==> src/hw/rtl/assert_macros.svh <==
// assertion macros shared by the rtl modules
`ifndef ASSERT_MACROS_SVH
`define ASSERT_MACROS_SVH

// property checked on every rising edge outside reset
`define ASSERT_CLK(label, clk, rst_n, prop, msg) \
    label: assert property (@(posedge clk) disable iff (!rst_n) prop) else $error(msg);

// condition that must never be true outside reset
`define ASSERT_NEVER(label, clk, rst_n, cond, msg) \
    label: assert property (@(posedge clk) disable iff (!rst_n) !(cond)) else $error(msg);

`endif

==> src/hw/rtl/kwm_pkg.sv <==
// types, constants and codes of the k-way run merger
`default_nettype none

package kwm_pkg;

    localparam int MAX_RUNS  = 16;
    localparam int KEY_W     = 32;
    localparam int RUN_W     = 4;
    localparam int OP_W      = 2;
    localparam int STAT_W    = 2;
    localparam int CNT_W     = 5;
    localparam int RUN_SEL_W = $clog2(MAX_RUNS);
    localparam int LIVE_W    = $clog2(MAX_RUNS + 1);
    localparam int CMP_W     = (CNT_W > LIVE_W) ? CNT_W : LIVE_W;
    localparam int Q_DEPTH   = 2;
    localparam int QP_W      = $clog2(Q_DEPTH);
    localparam int QC_W      = $clog2(Q_DEPTH + 1);

    localparam logic [OP_W-1:0] OP_START = 2'd0;
    localparam logic [OP_W-1:0] OP_KEY   = 2'd1;
    localparam logic [OP_W-1:0] OP_END   = 2'd2;

    localparam logic [STAT_W-1:0] ST_KEY  = 2'd0;
    localparam logic [STAT_W-1:0] ST_DONE = 2'd1;
    localparam logic [STAT_W-1:0] ST_ERR  = 2'd2;

    localparam logic [CNT_W-1:0] RUNS_CFG_RESET = 5'd16;

    typedef struct packed {
        logic [OP_W-1:0]         opcode;
        logic [RUN_W-1:0]        run_index;
        logic signed [KEY_W-1:0] key_value;
    } t_in_item;

    typedef struct packed {
        logic signed [KEY_W-1:0] out_key;
        logic [RUN_W-1:0]        source_run;
        logic [STAT_W-1:0]       status;
    } t_out_item;

    typedef enum logic [1:0] {
        CMD_START = 2'd0,
        CMD_KEY   = 2'd1,
        CMD_END   = 2'd2,
        CMD_BAD   = 2'd3
    } t_cmd_kind;

    typedef struct packed {
        t_cmd_kind               kind;
        logic [RUN_W-1:0]        run_index;
        logic signed [KEY_W-1:0] key;
    } t_cmd;

    typedef struct packed {
        logic valid;
        t_cmd cmd;
    } t_q_head;

endpackage

`default_nettype wire

==> src/hw/rtl/kwm_front.sv <==
// front end: accepts items, decodes the opcode and queues commands
`default_nettype none
`include "assert_macros.svh"

module kwm_front (
    input  wire logic              i_clk,
    input  wire logic              i_rst_n,
    input  wire logic              i_in_valid,
    output logic                   o_in_stall,
    input  wire kwm_pkg::t_in_item i_in_item,
    input  wire logic              i_pop,
    output kwm_pkg::t_q_head       o_head
);
    import kwm_pkg::*;

    t_cmd            r_q [Q_DEPTH];
    logic [QP_W-1:0] r_wr_ptr, n_wr_ptr;
    logic [QP_W-1:0] r_rd_ptr, n_rd_ptr;
    logic [QC_W-1:0] r_count, n_count;
    logic            push;
    t_cmd            cmd_in;

    assign o_in_stall = (r_count == QC_W'(Q_DEPTH));
    assign push       = i_in_valid && !o_in_stall;

    always_comb begin
        cmd_in.run_index = i_in_item.run_index;
        cmd_in.key       = i_in_item.key_value;
        case (i_in_item.opcode)
            OP_START: cmd_in.kind = CMD_START;
            OP_KEY:   cmd_in.kind = CMD_KEY;
            OP_END:   cmd_in.kind = CMD_END;
            default:  cmd_in.kind = CMD_BAD;
        endcase
    end

    always_comb begin
        n_wr_ptr = r_wr_ptr;
        n_rd_ptr = r_rd_ptr;
        if (push) begin
            n_wr_ptr = (r_wr_ptr == QP_W'(Q_DEPTH - 1)) ? '0 : r_wr_ptr + 1'b1;
        end
        if (i_pop) begin
            n_rd_ptr = (r_rd_ptr == QP_W'(Q_DEPTH - 1)) ? '0 : r_rd_ptr + 1'b1;
        end
        n_count = r_count + QC_W'(push) - QC_W'(i_pop);
    end

    always_ff @(posedge i_clk) begin
        if (!i_rst_n) begin
            r_wr_ptr <= '0;
            r_rd_ptr <= '0;
            r_count  <= '0;
        end else begin
            r_wr_ptr <= n_wr_ptr;
            r_rd_ptr <= n_rd_ptr;
            r_count  <= n_count;
        end
    end

    always_ff @(posedge i_clk) begin
        if (push) begin
            r_q[r_wr_ptr] <= cmd_in;
        end
    end

    assign o_head.valid = (r_count != '0);
    assign o_head.cmd   = r_q[r_rd_ptr];

    `ASSERT_CLK(a_pop_nonempty, i_clk, i_rst_n, i_pop |-> (r_count != '0), "pop from empty queue")

endmodule

`default_nettype wire

==> src/hw/rtl/kwm_back.sv <==
// back end: run state, head keys, minimum scan and result register
`default_nettype none
`include "assert_macros.svh"

module kwm_back (
    input  wire logic                   i_clk,
    input  wire logic                   i_rst_n,
    input  wire kwm_pkg::t_q_head       i_head,
    output logic                        o_pop,
    input  wire logic                   i_cfg_we,
    input  wire logic [kwm_pkg::CNT_W-1:0] i_cfg_data,
    output logic                        o_out_valid,
    input  wire logic                   i_out_stall,
    output kwm_pkg::t_out_item          o_out_item
);
    import kwm_pkg::*;

    typedef enum logic [2:0] {
        S_IDLE = 3'b001,
        S_SCAN = 3'b010,
        S_EMIT = 3'b100
    } t_state;

    t_state                  r_state, n_state;
    logic [MAX_RUNS-1:0]     r_run_live, n_run_live;
    logic [MAX_RUNS-1:0]     r_head_valid, n_head_valid;
    logic [KEY_W-1:0]        r_head_key [MAX_RUNS];
    logic [CNT_W-1:0]        r_runs_cfg;
    logic [RUN_SEL_W-1:0]    r_scan, n_scan;
    logic [RUN_SEL_W-1:0]    r_best, n_best;
    logic [KEY_W-1:0]        r_best_key, n_best_key;
    logic                    r_found, n_found;
    logic                    r_out_valid, n_out_valid;
    t_out_item               r_out_item, n_out_item;

    logic                    slot_free;
    logic                    usable;
    logic                    key_we;
    logic [RUN_SEL_W-1:0]    sel;
    logic [CMP_W-1:0]        eff;
    logic [MAX_RUNS-1:0]     start_live;
    logic [KEY_W-1:0]        scan_key;

    assign slot_free = !r_out_valid || !i_out_stall;
    assign sel       = RUN_SEL_W'(i_head.cmd.run_index);
    assign scan_key  = r_head_key[r_scan];
    assign o_pop     = (r_state == S_IDLE) && i_head.valid && slot_free;

    assign usable = (i_head.cmd.kind != CMD_BAD)
                 && ({1'b0, i_head.cmd.run_index} < (RUN_W + 1)'(MAX_RUNS))
                 && r_run_live[sel] && !r_head_valid[sel];

    always_comb begin
        if (r_runs_cfg == '0) begin
            eff = CMP_W'(1);
        end else if (CMP_W'(r_runs_cfg) > CMP_W'(MAX_RUNS)) begin
            eff = CMP_W'(MAX_RUNS);
        end else begin
            eff = CMP_W'(r_runs_cfg);
        end
        for (int i = 0; i < MAX_RUNS; i++) begin
            start_live[i] = (CMP_W'(i) < eff);
        end
    end

    always_comb begin
        n_state      = r_state;
        n_run_live   = r_run_live;
        n_head_valid = r_head_valid;
        n_scan       = r_scan;
        n_best       = r_best;
        n_best_key   = r_best_key;
        n_found      = r_found;
        n_out_valid  = r_out_valid && i_out_stall;
        n_out_item   = r_out_item;
        key_we       = 1'b0;

        case (r_state)
            S_IDLE: begin
                if (o_pop) begin
                    if (i_head.cmd.kind == CMD_START) begin
                        n_head_valid = '0;
                        n_run_live   = start_live;
                    end else if (!usable) begin
                        n_out_valid           = 1'b1;
                        n_out_item.out_key    = '0;
                        n_out_item.source_run = i_head.cmd.run_index;
                        n_out_item.status     = ST_ERR;
                    end else if (i_head.cmd.kind == CMD_KEY) begin
                        key_we            = 1'b1;
                        n_head_valid[sel] = 1'b1;
                        if ((n_head_valid & r_run_live) == r_run_live) begin
                            n_state = S_SCAN;
                            n_scan  = '0;
                            n_found = 1'b0;
                        end
                    end else begin
                        n_run_live[sel] = 1'b0;
                        if (n_run_live == '0) begin
                            n_head_valid          = '0;
                            n_out_valid           = 1'b1;
                            n_out_item.out_key    = '0;
                            n_out_item.source_run = i_head.cmd.run_index;
                            n_out_item.status     = ST_DONE;
                        end else if ((r_head_valid & n_run_live) == n_run_live) begin
                            n_state = S_SCAN;
                            n_scan  = '0;
                            n_found = 1'b0;
                        end
                    end
                end
            end
            S_SCAN: begin
                if (r_head_valid[r_scan]
                    && (!r_found || ($signed(scan_key) <= $signed(r_best_key)))) begin
                    n_best     = r_scan;
                    n_best_key = scan_key;
                    n_found    = 1'b1;
                end
                if (r_scan == RUN_SEL_W'(MAX_RUNS - 1)) begin
                    n_state = S_EMIT;
                end else begin
                    n_scan = r_scan + 1'b1;
                end
            end
            S_EMIT: begin
                if (slot_free) begin
                    n_head_valid[r_best]  = 1'b0;
                    n_out_valid           = 1'b1;
                    n_out_item.out_key    = r_best_key;
                    n_out_item.source_run = RUN_W'(r_best);
                    n_out_item.status     = ST_KEY;
                    n_state               = S_IDLE;
                end
            end
            default: begin
                n_state = S_IDLE;
            end
        endcase
    end

    always_ff @(posedge i_clk) begin
        if (!i_rst_n) begin
            r_state      <= S_IDLE;
            r_run_live   <= '0;
            r_head_valid <= '0;
            r_runs_cfg   <= RUNS_CFG_RESET;
            r_found      <= 1'b0;
            r_out_valid  <= 1'b0;
        end else begin
            r_state      <= n_state;
            r_run_live   <= n_run_live;
            r_head_valid <= n_head_valid;
            r_found      <= n_found;
            r_out_valid  <= n_out_valid;
            if (i_cfg_we) begin
                r_runs_cfg <= i_cfg_data;
            end
        end
    end

    always_ff @(posedge i_clk) begin
        r_scan     <= n_scan;
        r_best     <= n_best;
        r_best_key <= n_best_key;
        r_out_item <= n_out_item;
        if (key_we) begin
            r_head_key[sel] <= i_head.cmd.key;
        end
    end

    assign o_out_valid = r_out_valid;
    assign o_out_item  = r_out_item;

    `ASSERT_NEVER(a_head_in_live, i_clk, i_rst_n, (r_head_valid & ~r_run_live) != '0, "dead head")
    `ASSERT_CLK(a_scan_live, i_clk, i_rst_n, (r_state == S_SCAN) |-> (r_run_live != '0), "no live run")
    `ASSERT_CLK(a_emit_valid, i_clk, i_rst_n, (r_state == S_EMIT) |-> r_head_valid[r_best], "no head")

endmodule

`default_nettype wire

==> src/hw/rtl/kway_run_merger_top.sv <==
// top level of the k-way run merger
//
// channel   direction  handshake                payload
// in        input      i_in_valid/o_in_stall    t_in_item (opcode, run_index, key_value)
// out       output     o_out_valid/i_out_stall  t_out_item (out_key, source_run, status)
// cfg       input      i_cfg_valid/o_cfg_ready  number of runs, 5 bits
//
// an item is registered in the front queue, then popped by the back end when it is idle and the result slot is free
// a key or an end that leaves every live head full starts a scan of one head per cycle:
// the pop, then the scan over all head slots, then the emit, which waits for a free result slot
// the front queue holds two items, so input can be accepted while the back end works, until the queue is full
// output stall holds the result register and, only while it holds a result, blocks pops and the emit
// synchronous active-low reset clears run state; the run count register resets to 16
`default_nettype none

module kway_run_merger_top (
    input  wire logic                      i_clk,
    input  wire logic                      i_rst_n,
    input  wire logic                      i_in_valid,
    output logic                           o_in_stall,
    input  wire kwm_pkg::t_in_item         i_in_item,
    output logic                           o_out_valid,
    input  wire logic                      i_out_stall,
    output kwm_pkg::t_out_item             o_out_item,
    input  wire logic                      i_cfg_valid,
    output logic                           o_cfg_ready,
    input  wire logic [kwm_pkg::CNT_W-1:0] i_cfg_data
);
    import kwm_pkg::*;

    t_q_head head;
    logic    pop;

    assign o_cfg_ready = 1'b1;

    kwm_front u_front (
        .i_clk      (i_clk),
        .i_rst_n    (i_rst_n),
        .i_in_valid (i_in_valid),
        .o_in_stall (o_in_stall),
        .i_in_item  (i_in_item),
        .i_pop      (pop),
        .o_head     (head)
    );

    kwm_back u_back (
        .i_clk       (i_clk),
        .i_rst_n     (i_rst_n),
        .i_head      (head),
        .o_pop       (pop),
        .i_cfg_we    (i_cfg_valid && o_cfg_ready),
        .i_cfg_data  (i_cfg_data),
        .o_out_valid (o_out_valid),
        .i_out_stall (i_out_stall),
        .o_out_item  (o_out_item)
    );

endmodule

`default_nettype wire

==> config.mk <==
export PLATFORM = sky130hd
export DESIGN_NAME = kway_run_merger_top
export DESIGN_NICKNAME = d
export VERILOG_FILES = /design/src/hw/rtl/kwm_pkg.sv /design/src/hw/rtl/kwm_front.sv /design/src/hw/rtl/kwm_back.sv /design/src/hw/rtl/kway_run_merger_top.sv
export VERILOG_INCLUDE_DIRS = /design/src /design/src/hw/rtl
export SDC_FILE = /design/constraint.sdc
export NUM_CORES = 1
export LEC_CHECK = 0
export BUFFER_PORTS_ARGS = -buffer_cell sky130_fd_sc_hd__buf_2
export CAP_MARGIN = 20
export CORE_MARGIN = 2
export CORE_UTILIZATION = 62
export CTS_CLUSTER_DIAMETER = 100
export DETAILED_ROUTE_END_ITERATION = 6
export PLACE_DENSITY_LB_ADDON = 0.25
export SLEW_MARGIN = 20
export SYNTH_ARGS = -nofsm -noshare
export SYNTH_HDL_FRONTEND = slang
export SYNTH_HIERARCHICAL = 1
export SYNTH_SLANG_ARGS = --single-unit
==> constraint.sdc <==
create_clock -name i_clk -period 6.9 [get_ports i_clk]
set_input_delay 0.345 -clock i_clk [delete_from_list [all_inputs] [get_ports i_clk]]
set_output_delay 0.345 -clock i_clk [all_outputs]
set_load 0.01 [all_outputs]
==> run summary <==
- Internal Power: 8.58 mW
- die span in x: 220 microns
- number of endpoints with negative hold slack in the final report: 0
- antenna violations before repair: 0
- leftover overflow at the end of global routing: 0
- simple-gate share of the synthesized area: 4.20%
- number of hold buffers added after CTS: 43
- number of enable flip-flop cells after synthesis: 666
- Worst Path Max Fanout: 58
- CTS Buffer Depth: 3
- netlist area before placement: 28,800 sq um
- number of buffer cells added on primary ports: 87
- cell types with the largest area share after synthesis: edfxtp_1 (69%), mux4_2 (14%), dfxtp_1 (3.5%)
- Synth async-reset ratio: 0%
- final core occ: 72.3%
- number of instances in the synthesized netlist: 1,506
- max frequency: 192 MHz
- register area share after synthesis: 73.0%
- outcome: finished, final reports clean
- count of pins over their slew limit: 0
- Hold Slack: 0.0748 ns
- layout-stage area growth over the synthesis result: 14.4%
- classification of the worst-slack hold path: primary input to flip-flop
- count of nets after finishing: 1,746
- weighted congestion reported at the end of routability-driven placement: 0.914
- Placeable Area: 45,600 sq um
- Post-CTS Repair Setup Buffers: 0
- post-DR wirelength/cell: 29.3 microns
- most frequent cell after synthesis: edfxtp_1
- post-route standard cell area excluding fillers: 33,000 sq um
- Yosys top cell area share: 69.4%
- worst slew slack as a fraction of its limit: 30.1%
- Antenna Violating Nets Remaining: 0
- ratio of routed vias to standard cells: 6.66
- clock power share: 34.2%
- first-pass iteration count of the detailed router: 6
- final critical-path share of the clock period: 75.6%
- final setup slack of the worst path: 1.68 ns
- post-synthesis share of cell area spent on full adders, half adders and majority gates: 1.52%
- # DRC: 0
- Avg Cell Area, Syn: 19.1 sq um
- die outline area: 48,200 sq um
- distinct cell type count after synthesis: 66
- dominant combinational cell family by area after synthesis: multiplexers
- clock tree from TritonCTS: yes
- total number of placement rows: 78
- FF/Latch Area: 21,000 sq um
- final wirelength: 67.8 mm
- via count of the first global-routing pass: 15,600
- global-route wire length before repair: 99.4 mm
- worst-case vdd ir drop: 0.292 mV
- FF+latch count, synth: 717
- final worst path period need: 5.22 ns
- leakage dissipation: 11.2 nW
- Worst Path Class, Setup: flip-flop to flip-flop
- Final Instance Count excl. Fillers: 2,316
- total CTS buffers: 70
- HPWL after DPL: 35.9 mm
- power per standard cell area: 353 nW/um^2
- Worst Tran Pin Value: 1.04 ns
- RSZ-0062 raised after global routing: false
- CP Launch Type: flip-flop
- fraction of power spent switching nets: 26.3%
- Final setup viols: 0
- Setup TNS: 0 ns
- count of cells resized by post-cts repair: 0
- number of max-cap violations: 0
- count of antenna diodes in the layout: 0
- clk sinks: 717
- Ys Warns: 6
- GRT Total Usage: 29.0%
- die outline height: 220 microns
- Cell Area, Placed: 30,100 sq um
- count of fill cells added during filler insertion: 2,601
- fraction of power consumed by combinational cells: 18.7%
- master cell of the clock root buffer: clkbuf_16
- worst setup timing slack at the placement stage: 1.81 ns
- share of cells above drive strength 1: 28.0%
- post-route total power: 11.6 mW
- top cells by instance count after synthesis: edfxtp_1 (666), mux4_2 (173), nor2_1 (101)
- post-synthesis share of cell area spent on xor and xnor gates: 0.122%
- post-synthesis cell type with the largest combined area: edfxtp_1
- Worst setup EP type: flip-flop
- Net Switching: 3.06 mW
- post-synthesis mux area share: 15.9%
- number of DRC violations after detailed-routing iteration 0: 2,079
- Arrival @ worst endpoint: 5.52 ns
- pin count of the biggest net entering global routing: 59
- H-tree level count: 3
- post-synthesis compound-gate area fraction: 3.44%
- sequential group share of total power: 47.1%
- area of the multi-input gates: 7390 sq um
- placed instance count: 2,148
- Top Ports: 89
- Primary FF master, synth: edfxtp_1
- Clock Skews: 0.0349 ns
- clock latency of the later-clocked register in the worst-skew pair: 0.61 ns
- net count of the mapped netlist: 1,589
- post-CTS clock slew at the launch and capture registers of the worst setup and hold paths: 0.06 ns
- starting density of the core: 63.2%
- required time reported for the critical path endpoint: 7.20 ns
- via count: 15,400
[routing by layer]
layer / part of all wire [%] / up-vias / GRT usage, %
met5: 0 / - / 0
met4: 3.1 / 0 / 10.7
met3: 9.7 / 137 / 6.13
met2: 50 / 906 / 47.1
met1: 38 / 7971 / 39.6
li1: - / 6410 / -
[logic make-up after synthesis]
kind of cell | Yosys count
DFF | 717
and+or+nand+nor | 241
muxes | 227
AOI/OAI and AO/OA | 155
buffers and inverters | 126
adders and majority gates | 35
xor gates and xnor gates | 4
other | 1
[power groups by stage]
stage	clock (mW)	combinational [mW]	sequential (mW)
2_1_floorplan	0	1.48	5.53
3_3_place_gp	0	2.06	5.56
3_5_place_dp	0	2.11	5.57
4_1_cts	4.03	2.17	5.48
5_1_grt	4.19	2.33	5.51
6_report	3.98	2.17	5.48
[flip-flops by register name, indices dropped and copies added, names as in the netlist, named ones only]
| signal | cells |
|---|---|
| u_back/o_out_item | 38 |
| u_back/o_out_valid | 1 |
| u_back/r_best | 4 |
| u_back/r_best_key | 32 |
| u_back/r_found | 1 |
| u_back/r_head_key | 512 |
| u_back/r_head_valid | 16 |
| u_back/r_run_live | 16 |
| u_back/r_runs_cfg | 5 |
| u_back/r_scan | 4 |
| u_back/r_state | 3 |
| u_front/r_count | 2 |
| u_front/r_q | 76 |
| u_front/r_rd_ptr | 1 |
| u_front/r_wr_ptr | 1 |
[final timing paths]
path / start / to / slack (ns) / cells after the start
max: flip-flop / u_back/r_best_key[2] / 1.68 / 11
min: i_cfg_valid / u_back/r_runs_cfg[4] / 0.07 / 2
max reg2reg: flip-flop / u_back/r_best_key[2] / 1.68 / 11
min reg2reg: u_back/r_scan[3] / u_back/r_best[3] / 0.51 / 0
[cell type report]
class | count | area share, %
sequential | 717 | 63.8
multi-input combinational | 663 | 22.4
clock buffer | 86 | 5.91
timing repair buffer | 165 | 3.65
tap | 600 | 2.28
clock inverter | 39 | 1.40
inverter | 46 | 0.524
[critical path: stages, from the launching register on]
cell	delay [ns]
dfxtp_4	0.91
buf_4	0.45
mux4_2	0.37
mux4_2	0.52
ha_1	0.33
nand4_1	0.18
nor4_1	0.63
a21boi_0	0.25
nand2_1	0.15
o21ai_0	0.16
nor2_4	0.54
buf_4	0.33
[cell usage in the layout, fill, tap and decap left out, types with 9 or more instances in the layout]
| cell type | count |
|---|---|
| clkinv_1 | 9 |
| clkbuf_16 | 75 |
| dlygate4sd3_1 | 43 |
| inv_1 | 46 |
| buf_2 | 87 |
| nand4_1 | 11 |
| buf_4 | 29 |
| a21o_1 | 19 |
| o21ai_0 | 18 |
| a21oi_1 | 53 |
| edfxtp_1 | 666 |
| mux2_4 | 20 |
| o22ai_1 | 15 |
| mux4_2 | 173 |
| nor2_1 | 85 |
| dfxtp_1 | 46 |
| clkinv_2 | 14 |
| nand2_1 | 46 |
| bufinv_16 | 10 |
| mux2_2 | 18 |
| nor2b_1 | 11 |
| mux2i_1 | 15 |
| ha_1 | 35 |
| nor2_4 | 16 |
Note: power is estimated with default switching activity, not from simulation.
